File: src/hw/rtl/rlbe_pkg.sv
// ----------------------------------------------------------------------------
// rlbe_pkg
// Types and constants shared by the run-length byte encoder.
// ----------------------------------------------------------------------------
`timescale 1ns / 1ps

package rlbe_pkg;

    localparam int ByteWidth      = 8;
    localparam int RunWidth       = 4;
    localparam int BurstDepth     = 4;
    localparam int CountWidth     = $clog2(BurstDepth + 1);
    localparam int CfgAddrWidth   = 3;
    localparam int CfgDataWidth   = 32;

    localparam logic [ByteWidth-1:0] DIGIT_ZERO    = 8'h30;
    localparam logic [RunWidth-1:0]  LIMIT_LOW     = 4'd2;
    localparam logic [RunWidth-1:0]  LIMIT_HIGH    = 4'd10;
    localparam logic [RunWidth-1:0]  MAX_RUN_RESET = 4'd10;

    localparam logic REG_MAX_RUN_LENGTH = 1'b0;

    typedef struct packed {
        logic [ByteWidth-1:0] data_byte;
        logic                 end_of_message;
    } item_t;

    typedef struct packed {
        logic [ByteWidth-1:0] coded_byte;
        logic                 final_byte;
    } code_t;

endpackage

File: src/hw/rtl/run_length_byte_encoder.sv
// ----------------------------------------------------------------------------
// run_length_byte_encoder
// Output: an item's first coded byte is presented in the cycle after its transfer.
// Throughput: one item per cycle while code_ready is high and each item codes 0 or 1
// bytes; an item of k bytes (0 to 4) holds the input until the four-entry burst drains.
// Reset: rst_n clears the held run and empties the burst; max_run_length returns to 10.
// ----------------------------------------------------------------------------
`timescale 1ns / 1ps

module run_length_byte_encoder (
    input  logic                              clk,
    input  logic                              rst_n,
    input  logic                              item_valid,
    output logic                              item_ready,
    input  rlbe_pkg::item_t                   item,
    output logic                              code_valid,
    input  logic                              code_ready,
    output rlbe_pkg::code_t                   code,
    input  logic                              psel,
    input  logic                              penable,
    input  logic                              pwrite,
    input  logic [rlbe_pkg::CfgAddrWidth-1:0] paddr,
    input  logic [rlbe_pkg::CfgDataWidth-1:0] pwdata,
    output logic [rlbe_pkg::CfgDataWidth-1:0] prdata,
    output logic                              pready
);
    import rlbe_pkg::*;

    logic [RunWidth-1:0]   max_run_reg;
    logic [ByteWidth-1:0]  held_byte_reg;
    logic [ByteWidth-1:0]  held_byte_next;
    logic                  held_valid_reg;
    logic                  held_valid_next;
    logic [RunWidth-1:0]   run_length_reg;
    logic [RunWidth-1:0]   run_length_next;
    code_t                 burst_reg [BurstDepth];
    code_t                 burst_next [BurstDepth];
    logic [CountWidth-1:0] count_reg;
    logic [CountWidth-1:0] count_next;
    logic [CountWidth-1:0] first_count;
    logic [RunWidth-1:0]   limit;
    logic                  same_run;
    logic                  accept;
    logic                  pop;
    logic                  cfg_write;

    assign pready    = 1'b1;
    assign cfg_write = psel && penable && pwrite && pready
                       && (paddr[CfgAddrWidth-1] == REG_MAX_RUN_LENGTH);
    assign prdata    = (paddr[CfgAddrWidth-1] == REG_MAX_RUN_LENGTH)
                       ? {{(CfgDataWidth-RunWidth){1'b0}}, max_run_reg}
                       : '0;

    assign code_valid = (count_reg != '0);
    assign code       = burst_reg[0];
    assign pop        = code_valid && code_ready;
    assign item_ready = (count_reg == '0)
                        || ((count_reg == CountWidth'(1)) && code_ready);
    assign accept     = item_valid && item_ready;

    always_comb
    begin
        limit = max_run_reg;
        if (limit < LIMIT_LOW)
        begin
            limit = LIMIT_LOW;
        end
        if (limit > LIMIT_HIGH)
        begin
            limit = LIMIT_HIGH;
        end
    end

    assign same_run = held_valid_reg && (held_byte_reg == item.data_byte)
                      && (run_length_reg < limit);

    always_comb
    begin
        for (int i = 0; i < BurstDepth; i++)
        begin
            burst_next[i] = '{coded_byte: held_byte_reg, final_byte: 1'b0};
        end
        first_count     = '0;
        count_next      = '0;
        held_byte_next  = held_byte_reg;
        held_valid_next = held_valid_reg;
        run_length_next = run_length_reg;

        if (same_run)
        begin
            run_length_next = run_length_reg + RunWidth'(1);
            if (item.end_of_message)
            begin
                burst_next[2] = '{coded_byte: DIGIT_ZERO
                                      + {{(ByteWidth-RunWidth){1'b0}}, run_length_reg}
                                      - ByteWidth'(1),
                                  final_byte: 1'b1};
                count_next    = CountWidth'(3);
            end
        end
        else
        begin
            held_byte_next  = item.data_byte;
            held_valid_next = 1'b1;
            run_length_next = RunWidth'(1);
            if (held_valid_reg)
            begin
                if (run_length_reg <= RunWidth'(1))
                begin
                    first_count = CountWidth'(1);
                end
                else
                begin
                    burst_next[2].coded_byte = DIGIT_ZERO
                                               + {{(ByteWidth-RunWidth){1'b0}}, run_length_reg}
                                               - ByteWidth'(2);
                    first_count = CountWidth'(3);
                end
            end
            count_next = first_count;
            if (item.end_of_message)
            begin
                burst_next[first_count[1:0]] = '{coded_byte: item.data_byte,
                                                 final_byte: 1'b1};
                count_next = first_count + CountWidth'(1);
            end
        end

        if (item.end_of_message)
        begin
            held_valid_next = 1'b0;
            run_length_next = '0;
        end
    end

    always_ff @(posedge clk or negedge rst_n)
    begin
        if (!rst_n)
        begin
            max_run_reg    <= MAX_RUN_RESET;
            held_byte_reg  <= '0;
            held_valid_reg <= 1'b0;
            run_length_reg <= '0;
            count_reg      <= '0;
        end
        else
        begin
            if (cfg_write)
            begin
                max_run_reg <= pwdata[RunWidth-1:0];
            end
            if (accept)
            begin
                held_byte_reg  <= held_byte_next;
                held_valid_reg <= held_valid_next;
                run_length_reg <= run_length_next;
                count_reg      <= count_next;
            end
            else if (pop)
            begin
                count_reg <= count_reg - CountWidth'(1);
            end
        end
    end

    // load a fresh burst on transfer, else advance on each output transfer
    always_ff @(posedge clk)
    begin
        if (accept)
        begin
            for (int i = 0; i < BurstDepth; i++)
            begin
                burst_reg[i] <= burst_next[i];
            end
        end
        else if (pop)
        begin
            for (int i = 0; i < BurstDepth - 1; i++)
            begin
                burst_reg[i] <= burst_reg[i+1];
            end
        end
    end

endmodule
File: config.mk
export PLATFORM = sky130hd
export DESIGN_NAME = run_length_byte_encoder
export DESIGN_NICKNAME = d
export VERILOG_FILES = /design/src/hw/rtl/rlbe_pkg.sv /design/src/hw/rtl/run_length_byte_encoder.sv
export SDC_FILE = /design/constraint.sdc
export NUM_CORES = 1
export LEC_CHECK = 0
export ABC_AREA = 1
export BUFFER_PORTS_ARGS = -buffer_cell sky130_fd_sc_hd__buf_2
export CAP_MARGIN = 20
export CORE_MARGIN = 5
export CORE_UTILIZATION = 54
export DETAILED_ROUTE_END_ITERATION = 16
export PLACE_DENSITY = 0.92
export SYNTH_ARGS = -nofsm -noshare
export SYNTH_HDL_FRONTEND = slang
export SYNTH_SLANG_ARGS = --single-unit
File: constraint.sdc
create_clock -name clk -period 3.15 [get_ports clk]
set_input_delay 0.63 -clock clk [delete_from_list [all_inputs] [get_ports clk]]
set_output_delay 0.63 -clock clk [all_outputs]
set_load 0.01 [all_outputs]
==> metrics.md, run 1 <==
| Metric | Value |
|---|---|
| Status | finished, final reports clean |
| Fin nets | 561 |
| Row cnt | 30 |
| CP Cell Sequence | inv_1 -> ha_1 -> inv_1 -> nand2_1 -> nand2_1 -> nor2_4 -> inv_1 -> nand2_2 -> inv_2 -> nor2_1 -> nand3_1 -> o21ai_0 -> inv_1 |
| Die width | 93.0 um |
| Max Cap Viol | 0 |
| Max layer used | met4 |
| Cell Int Power | 1.94 mW |
| Worst setup margin | 831 ps |
| Via/cell ratio | 5.29 |
| Worst reg2reg endpoint | burst_reg[2][6] |
| Share of post-route cells with drive strength above 1 | 13.7% |
| Avg Cell Area, Syn | 7.88 um^2 |
| CP Launch Type | register |
| Starting Density | 55.0% |
| CTS Buf Count | 5 |
| Crit-path max FO | 37 |
| GR Util All Layers | 18.8% |
| Post-layout min period | 2320 ps |
| DRT met1 WL | 3270 um |
| Static leakage | 1.89 nW |
| Die Y-Extent | 93.0 um |
| Via count | 3060 |
| Unrepaired setup endpoints after global routing | false |
| Gr ovfl total | 0 |
| Worst Setup End Kind | register |
| Synth-to-Final Area Change | 4.38% |
| Die area | 8640 um^2 |
| Req. time, crit path | 3230 ps |
| Post-CTS Setup Inserts | 0 |
| Total wire length | 7930 um |
| Critical Path Max Stage Delay | 410 ps |
| Post_cts resized | 0 |
| Min Hold Slack | 289 ps |
| Clock power share | 11.4% |
| Reg2Reg Setup Slack | 830 ps |
| FF+latch count, synth | 56 |
| Crit-path most repeated cell | inv_1 |
| Final Util | 57.4% |
| Combinational fraction of design power | 48.4% |
| Post-Syn Area | 3720 um^2 |
| Ports | 95 |
| Worst-skew pair later-pin latency | 310 ps |
| Final setup vio count | 0 |
| Number of cells produced by synthesis | 472 |
| Worst path top cell family by delay | simple AND/OR/NAND/NOR gates |
| Most frequent cells in the layout | nand2_1, o21ai_0, inv_1 |
| Share of power burned in registers | 40.2% |
| Most common cell after layout, fill and taps aside | nand2_1 |
| Synth Area in XOR/XNOR | 2.36% |
| Post-DRT Antenna Nets | 0 |
| CTS H-tree lvls | 2 |
| Final Hold Fails | 0 |
| Max IR drop VDD | 0.297 mV |
| Hold buffer count at CTS | 0 |
| Least-Margin Pin Slew | 540 ps |
| Met3 WL | 528 um |
| CP max-delay cell | dfrtp_1 |
| DP HPWL | 5760 um |
| Global-route wire length before repair | 13000 um |
| Sw Pwr | 1.53 mW |
| Yosys cell types | 32 |
| Buf+Inv Stages, Crit Path | 5 |
| Period utilization | 73.6% |
| Pins over their slew limit | 0 |
| Max reg flops | 36 |
| Final Wtd Congestion | 0.904 |
| Residual DRC count | 0 |
| Clock slew at reported path FFs | 100 ps |
| Slew headroom | 64.0% |
| N_diodes | 0 |
| DRT Pass-1 Iters | 5 |
| IO Port Bufs | 35 |
| Crit Path Class | reg -> reg |
| Largest family of logic cells by synthesized area | simple AND/OR/NAND/NOR gates |
| Root buffer cell | clkbuf_8 |
| Reg2reg start | count_reg[0] |
| Met2 WL post-DR | 3940 um |
| Clock tree buffer depth | 2 |
| Post-synthesis compound-gate area fraction | 12.6% |
| Hold Path Class | in -> async |
| WP data arrival | 2400 ps |
| Cell area after layout | 3880 um^2 |
| Vias in the first global route | 2926 |
| Mux contribution to synthesized area | 0% |
| Post-synthesis sequential area ratio | 42.6% |
| Drt initial violations | 132 |
| CTS tree | built |
| Synth Area in Adders | 4.38% |
| Fin Setup TNS | 0 ps |
| Fmax | 431 MHz |
| Total power divided by cell area | 895 nW/um^2 |
| # clock sinks | 56 |
| Clock Skews | 8.34 ps |
| Worst Reg-to-Reg Cells | 13 |
| Post-Synth Simple-Gate Area | 24.5% |
| Sw Share | 44.2% |
| Wire per inst | 13.7 um |
| Yosys Warn Count | 0 |
| Largest net degree at the start of global routing | 38 |
| Area of the placeable core | 6760 um^2 |
| Area after DPL | 3790 um^2 |
| Place WS | 787 ps |
| Antenna violations before repair | 0 |
==> cells by family (layout without fill, tap and decap cells) <==
| family | count (synthesis) | in the layout |
|---|---|---|
| AO/OA/AOI/OAI | 87 | 87 |
| XOR/XNOR | 10 | 10 |
| adder cells (fa/ha/maj) | 13 | 13 |
| buffers and inverters | 93 | 92 |
| flip-flops | 56 | 56 |
| other | 2 | 29 |
| AND/OR/NAND/NOR | 211 | 211 |
==> power by group through the flow <==
stage               sequential, mW  combinational [mW]  clock, mW
floorplan                     1.35                1.38          0
global placement              1.39                1.60          0
detailed placement            1.41                1.67          0
CTS                           1.39                1.67      0.409
global route                  1.43                1.93      0.436
finish                        1.39                1.68      0.397
==> per-layer routing <==
layer / track usage, % / vias up
met5: 0 / -
met3: 3.54 / 20
met2: 32.9 / 126
met1: 22.9 / 1395
li1: - / 1519
met4: 7.20 / 0
==> per-stage QoR <==
step	power (mW)	std cells
2_1_floorplan	2.73	499
3_3_place_gp	2.99	570
3_5_place_dp	3.08	570
4_1_cts	3.48	578
5_1_grt	3.79	578
6_report	3.47	578
==> cells in the mapped netlist, drive strengths merged <==
library cell,instances,area share [%]
a21boi,5,1.0
a21oi,15,2.0
a22oi,1,0.20
and2,1,0.17
buf,41,8.1
clkbuf,5,0.50
conb,2,0.20
dfrtp,18,12
dfstp,2,1.4
edfxtp,36,29
ha,13,4.4
inv,47,4.7
nand2,157,17
nand3,14,2.2
nand3b,3,0.61
nand4,8,1.3
nor2,28,3.6
o21a,1,0.20
o21ai,62,8.7
o22ai,3,0.50
xnor2,7,1.6
xor2,3,0.71
==> worst max-delay path by stage <==
stage,start,to,slack (ps),depth (start not counted)
after CTS,count_reg[0],burst_reg[2][6],830,13
after global routing,count_reg[0],burst_reg[2][6],590,13
after floorplan,count_reg[0],count_reg[0],490,7
after global placement,code_ready,burst_reg[2][6],850,12
final,count_reg[0],burst_reg[2][6],830,13
after detailed placement,code_ready,burst_reg[2][6],790,12
==> layout make-up <==
cell class	count	area (um^2)
clock buffers	5	68.8
clock inverters	3	18.8
fillers	611	2880
inverters	47	176
multi-input cells	350	1740
flip-flops and latches	56	1580
well taps	80	100
repair buffers	37	190
(Power assumes the default switching activity.)
==> run 2, diff against run 1 <==
ABC_AREA = 0   (was 1)
CORE_UTILIZATION = 48   (was 54)
PLACE_DENSITY = 0.88   (was 0.92)
clock period = 2 ns   (was 3.15 ns; I/O delays follow)
==> run 2 against run 1 <==
- the run now ends with negative setup slack left
- sequential share of layout area is 3.8 points lower
- clock power rose by 120%
- first-iteration DRC count rose by 48%
- non-clock buffer count up 60
- worst setup slack worse by 1300 ps
- worst hold slack worse by 240 ps
- largest cell class unchanged
- largest power group unchanged
==> metrics.md, run 2 <==
| Metric | Value |
|---|---|
| Synth top area cells | edfxtp_1, dfrtp_1, buf_4, mux2i_1, ha_1 |
| Cell taking the most area after synthesis | edfxtp_1 |
| Crit-path max FO | 4 |
| # clock sinks | 56 |
| Hold Path Class | in -> async |
| N_diodes | 0 |
| Sw Share | 34.9% |
| Worst setup margin | -477 ps |
| Fin Setup TNS | -13330 ps |
| Post-synth EDFFs | 36 |
| Cell area after layout | 4280 um^2 |
| Total power divided by cell area | 1380 nW/um^2 |
| Post-layout min period | 2480 ps |
| Wire per inst | 15.8 um |
| Failing checks | negative setup slack |
| Top cell type's share of synthesized area | 31.7% |
| CP Launch Type | register |
| Unrepaired setup endpoints after global routing | true |
| Final Util | 62.3% |
| Root buffer cell | clkbuf_8 |
| Area after DPL | 4060 um^2 |
| Via count | 2608 |
| DRT Pass-1 Iters | 4 |
| Worst-skew pair later-pin latency | 310 ps |
| Reg2Reg Setup Slack | -480 ps |
| Vias in the first global route | 2664 |
| Final setup vio count | 40 |
| Synth Area in Adders | 4.77% |
| CTS H-tree lvls | 2 |
| Static leakage | 2.03 nW |
| Worst reg2reg endpoint | burst_reg[2][4] |
| DP HPWL | 5720 um |
| Drt initial violations | 195 |
| Clock power share | 14.7% |
| Synth Area in XOR/XNOR | 2.82% |
| Most frequent cell after synthesis | nand2_1 |
| Ports | 95 |
| Post-synthesis compound-gate area fraction | 10.9% |
| Slew headroom | 66.0% |
| Hold buffer count at CTS | 0 |
| Worst Setup End Kind | register |
| Least-Margin Pin Slew | 510 ps |
| Post-synthesis sequential area ratio | 46.4% |
| Avg Cell Area, Syn | 10.9 um^2 |
| Largest net degree at the start of global routing | 31 |
| Status | finished with violations |
| Row cnt | 30 |
| Mux contribution to synthesized area | 11.8% |
| Combinational fraction of design power | 51.1% |
| Worst Reg-to-Reg Cells | 11 |
| Clock Skews | 4.42 ps |
| Share of power burned in registers | 34.2% |
| Most common cell after layout, fill and taps aside | buf_4 |
| CTS tree | built |
| Place WS | -415 ps |
| Global-route wire length before repair | 12400 um |
| Clock slew at reported path FFs | 100 ps |
| Post-Syn Area | 3410 um^2 |
| Fmax | 404 MHz |
| Synth-to-Final Area Change | 25.3% |
| Min Hold Slack | 48.1 ps |
| Reg2reg start | max_run_reg[3] |
| Cell Int Power | 3.83 mW |
| Sw Pwr | 2.05 mW |
| WP data arrival | 2550 ps |
| Synth cell count leaders | nand2_1, edfxtp_1, buf_4 |
| Post-Synth Simple-Gate Area | 13.9% |
| Post-DRT Antenna Nets | 0 |
| Most frequent cells in the layout | buf_4, nand2_1, edfxtp_1 |
| Die width | 94.3 um |
| Pwr Total | 5.89 mW |
| Residual DRC count | 0 |
| Period utilization | 124% |
| DP Cell Count | 490 |
| Area of the placeable core | 6870 um^2 |
| Gr ovfl total | 0 |
| Die Y-Extent | 94.3 um |
| Fin nets | 471 |
| Antenna violations before repair | 0 |
| Crit Path Class | reg -> reg |
| Primary FF master, synth | edfxtp_1 |
| Synth async-reset ratio | 35.7% |
| Max Cap Viol | 0 |
| Final Hold Fails | 0 |
| Total wire length | 7960 um |
| Post-Layout Cell Count | 504 |
| Share of post-route cells with drive strength above 1 | 37.0% |
| Via/cell ratio | 5.17 |
| Largest family of logic cells by synthesized area | simple AND/OR/NAND/NOR gates |
| Clock tree buffer depth | 2 |
| Starting Density | 49.7% |
| Yosys cell types | 53 |
| FF+latch count, synth | 56 |
| Max IR drop VDD | 0.466 mV |
| Final Wtd Congestion | 0.875 |
| Max reg flops | 36 |
| Number of cells produced by synthesis | 314 |
| GR Util All Layers | 17.9% |
| Pins over their slew limit | 0 |
| CTS Buf Count | 5 |
| Yosys Warn Count | 0 |
| Filler cell count | 528 |
| Req. time, crit path | 2070 ps |
| IO Port Bufs | 35 |
| Die area | 8900 um^2 |
-- run 2: logic make-up (layout without fill, tap and decap cells) --
family / after synthesis / count (layout)
simple gates: 93 / 94
flops: 56 / 56
compound gates: 54 / 54
buf+inv: 50 / 116
mux: 35 / 35
fa+ha+maj: 13 / 13
xor+xnor: 11 / 11
other cells: 2 / 29
-- run 2: worst max-delay path by stage --
stage | startpoint | depth (start not counted) | endpoint
floorplan | max_run_reg[3] | 10 | burst_reg[3][1]
global placement | max_run_reg[3] | 10 | burst_reg[3][4]
detailed placement | max_run_reg[3] | 10 | burst_reg[3][3]
CTS | max_run_reg[3] | 11 | burst_reg[2][4]
global route | max_run_reg[3] | 11 | burst_reg[2][4]
finish | max_run_reg[3] | 11 | burst_reg[2][4]
-- run 2: layer usage --
layer	vias up	track usage (%)	wire length [um]
met5	-	0	0
met2	90	32.4	4140
met1	1256	20.9	3210
met4	0	6.86	195
met3	17	3.45	415
li1	1245	-	-
-- run 2: area by class of cell --
class | count | area (um^2) | area share [%]
Clock inverter | 2 | 60.1 | 1.40
Timing Repair Buffer | 97 | 684 | 16.0
Inverter | 11 | 41.3 | 0.965
Sequential cell | 56 | 1580 | 37.0
Tap cell | 96 | 120 | 2.81
Clock buffer | 6 | 72.6 | 1.70
Multi-Input combinational cell | 236 | 1720 | 40.1
-- run 2: critical path, stage by stage (launching register included) --
cell and delay [ps]:
dfstp_2 560, inv_2 60, nand2_2 70, a21oi_2 50, ha_1 260, o211ai_1 200, a41oi_2 70, nand4b_4 230
mux2i_1 200, buf_4 200, and2_1 150, o22a_2 170
-- run 2: what timing repair did --
action | in CTS | in global routing
resized for setup | 4 | 7
endpoints found under the setup margin | 40 | 48
pin swaps | 2 | 3
cloned | 1 | 0
buffers inserted | 4 | 1
-- run 2: power groups by stage --
stage / Sequential [mW] / Clock, mW / Combinational [mW]
after global placement: 2.01 / 0 / 2.76
final: 2.01 / 0.866 / 3.01
after detailed placement: 2.04 / 0 / 2.89
after floorplan: 2.11 / 0 / 1.75
after global routing: 2.05 / 0.926 / 3.27
after CTS: 2.01 / 0.874 / 2.96
==> run 3, diff against run 2 <==
PLACE_DENSITY = 0.84   (was 0.88)
==> run 3 against run 2 <==
- the run still ends with negative setup slack left
- routed wire length is 5.2% higher
- first-iteration DRC count is 34% lower
- cell area is 2.7% higher
- worst hold slack worse by 13 ps
- non-clock buffer count is 3 higher
- flip-flop and latch count stayed put
- critical path type unchanged
- largest cell class unchanged
- largest power group unchanged
==> metrics.md, run 3 (same netlist as run 2, synthesis figures left out) <==
| Metric | Value |
|---|---|
| Post-DRT Antenna Nets | 0 |
| Global-route wire length before repair | 12800 um |
| Place WS | -419 ps |
| Antenna violations before repair | 0 |
| Total power divided by cell area | 1340 nW/um^2 |
| Via/cell ratio | 5.25 |
| Starting Density | 49.7% |
| Share of power burned in registers | 34.5% |
| Period utilization | 121% |
| Largest net degree at the start of global routing | 31 |
| Final Hold Fails | 0 |
| Row cnt | 30 |
| Final Util | 64.0% |
| Worst Setup End Kind | register |
| Filler cell count | 518 |
| Final setup vio count | 40 |
| Area of the placeable core | 6870 um^2 |
| Worst path top cell family by delay | flip-flops |
| CTS H-tree lvls | 2 |
| Reg2reg start | max_run_reg[3] |
| CTS tree | built |
| # clock sinks | 56 |
| Ports | 95 |
| Vias in the first global route | 2627 |
| Buf+Inv Stages, Crit Path | 2 |
| CP Cell Sequence | inv_4 -> nand2_4 -> a21oi_2 -> ha_1 -> o211ai_1 -> a41oi_2 -> nand4b_4 -> mux2i_1 -> buf_4 -> and2_4 -> o22a_2 |
| Root buffer cell | clkbuf_8 |
| DP HPWL | 5880 um |
| N_diodes | 0 |
| Worst-skew pair later-pin latency | 320 ps |
| Max IR drop VDD | 0.580 mV |
| CTS Buf Count | 5 |
| Combinational fraction of design power | 54.6% |
| Die Y-Extent | 94.3 um |
| Post-Layout Cell Count | 507 |
| Clock power share | 11.0% |
| Most common cell after layout, fill and taps aside | buf_4 |
| Cell Int Power | 3.67 mW |
| Hold buffer count at CTS | 0 |
| CP Launch Type | register |
| IO Port Bufs | 35 |
| Fmax | 415 MHz |
| Worst reg2reg endpoint | burst_reg[2][4] |
| Slew headroom | 65.5% |
| Fin Setup TNS | -12630 ps |
| Clock slew at reported path FFs | 110 ps |
| Share of post-route cells with drive strength above 1 | 42.1% |
| Reg2Reg Setup Slack | -410 ps |
| Total wire length | 8380 um |
| Residual DRC count | 0 |
| Via count | 2664 |
| Status | finished with violations |
| Pins over their slew limit | 0 |
| Static leakage | 2.06 nW |
| Min Hold Slack | 35.0 ps |
| Hold Path Class | in -> async |
| WP data arrival | 2490 ps |
| CP max-delay cell | dfstp_2 |
| Max reg flops | 36 |
| Die width | 94.3 um |
| Unrepaired setup endpoints after global routing | true |
| Clock tree buffer depth | 2 |
| Final Wtd Congestion | 0.888 |
| Die area | 8900 um^2 |
| Most frequent cells in the layout | buf_4, nand2_1, edfxtp_1 |
| Crit Path Class | reg -> reg |
| Gr ovfl total | 0 |
| DP Cell Count | 492 |
| Wire per inst | 16.5 um |
| Req. time, crit path | 2080 ps |
| Area of the multi-input gates | 1820 um^2 |
| Least-Margin Pin Slew | 517 ps |
| Drt initial violations | 128 |
| Post-layout min period | 2410 ps |
| Critical Path Max Stage Delay | 590 ps |
| Crit-path max FO | 4 |
| Synth-to-Final Area Change | 28.7% |
| GR Util All Layers | 18.9% |
| Failing checks | negative setup slack |
| DRT Pass-1 Iters | 4 |
| Fin nets | 474 |
| Storage cell area | 1580 um^2 |
| Sw Share | 37.5% |
| Sw Pwr | 2.20 mW |
| Clock Skews | 11.1 ps |
| Worst setup margin | -412 ps |
| Worst Reg-to-Reg Cells | 11 |
| Max Cap Viol | 0 |
run 3: metrics by stage:
step / total power [mW] / area [um^2]
final: 5.87 / 4390
after global routing: 6.23 / 4390
after CTS: 5.63 / 4230
after detailed placement: 4.94 / 4080
after global placement: 4.80 / 4080
after floorplan: 3.87 / 3600
run 3: power groups by stage:
stage          logic, mW  clock network, mW  registers [mW]
2_1_floorplan       1.75                  0            2.11
3_3_place_gp        2.78                  0            2.01
6_report            3.20              0.644            2.03
5_1_grt             3.46              0.698            2.07
3_5_place_dp        2.89                  0            2.04
4_1_cts             2.96              0.651            2.02
run 3: timing repair:
action,4_1_cts,5_1_grt
pin swaps,1,20
gates cloned,0,1
buffers inserted,6,3
endpoints found under the setup margin,40,41
gates resized for setup,3,42
run 3: layout make-up:
| cell class | instances | area share (%) |
|---|---|---|
| clock inverters | 2 | 0.370 |
| repair buffers | 100 | 16.8 |
| inverters | 11 | 0.997 |
| multi-input cells | 236 | 41.4 |
| well taps | 96 | 2.73 |
| flip-flops and latches | 56 | 36.0 |
| clock buffers | 6 | 1.65 |
run 3: worst max path at each step:
stage                   start         endpoint  depth (start not counted)
4_1_cts        max_run_reg[3]  burst_reg[2][4]                         11
2_1_floorplan  max_run_reg[3]  burst_reg[3][1]                         10
3_3_place_gp   max_run_reg[3]  burst_reg[2][1]                          9
6_report       max_run_reg[3]  burst_reg[2][4]                         11
5_1_grt        max_run_reg[3]  burst_reg[1][2]                         10
3_5_place_dp   max_run_reg[3]  burst_reg[3][2]                         10
run 3: layer usage:
metal  track usage (%)  share of wire [%]
met3              3.29                4.9
met1              21.7                 39
met4              8.42                2.5
met2              34.0                 53
met5                 0                  0
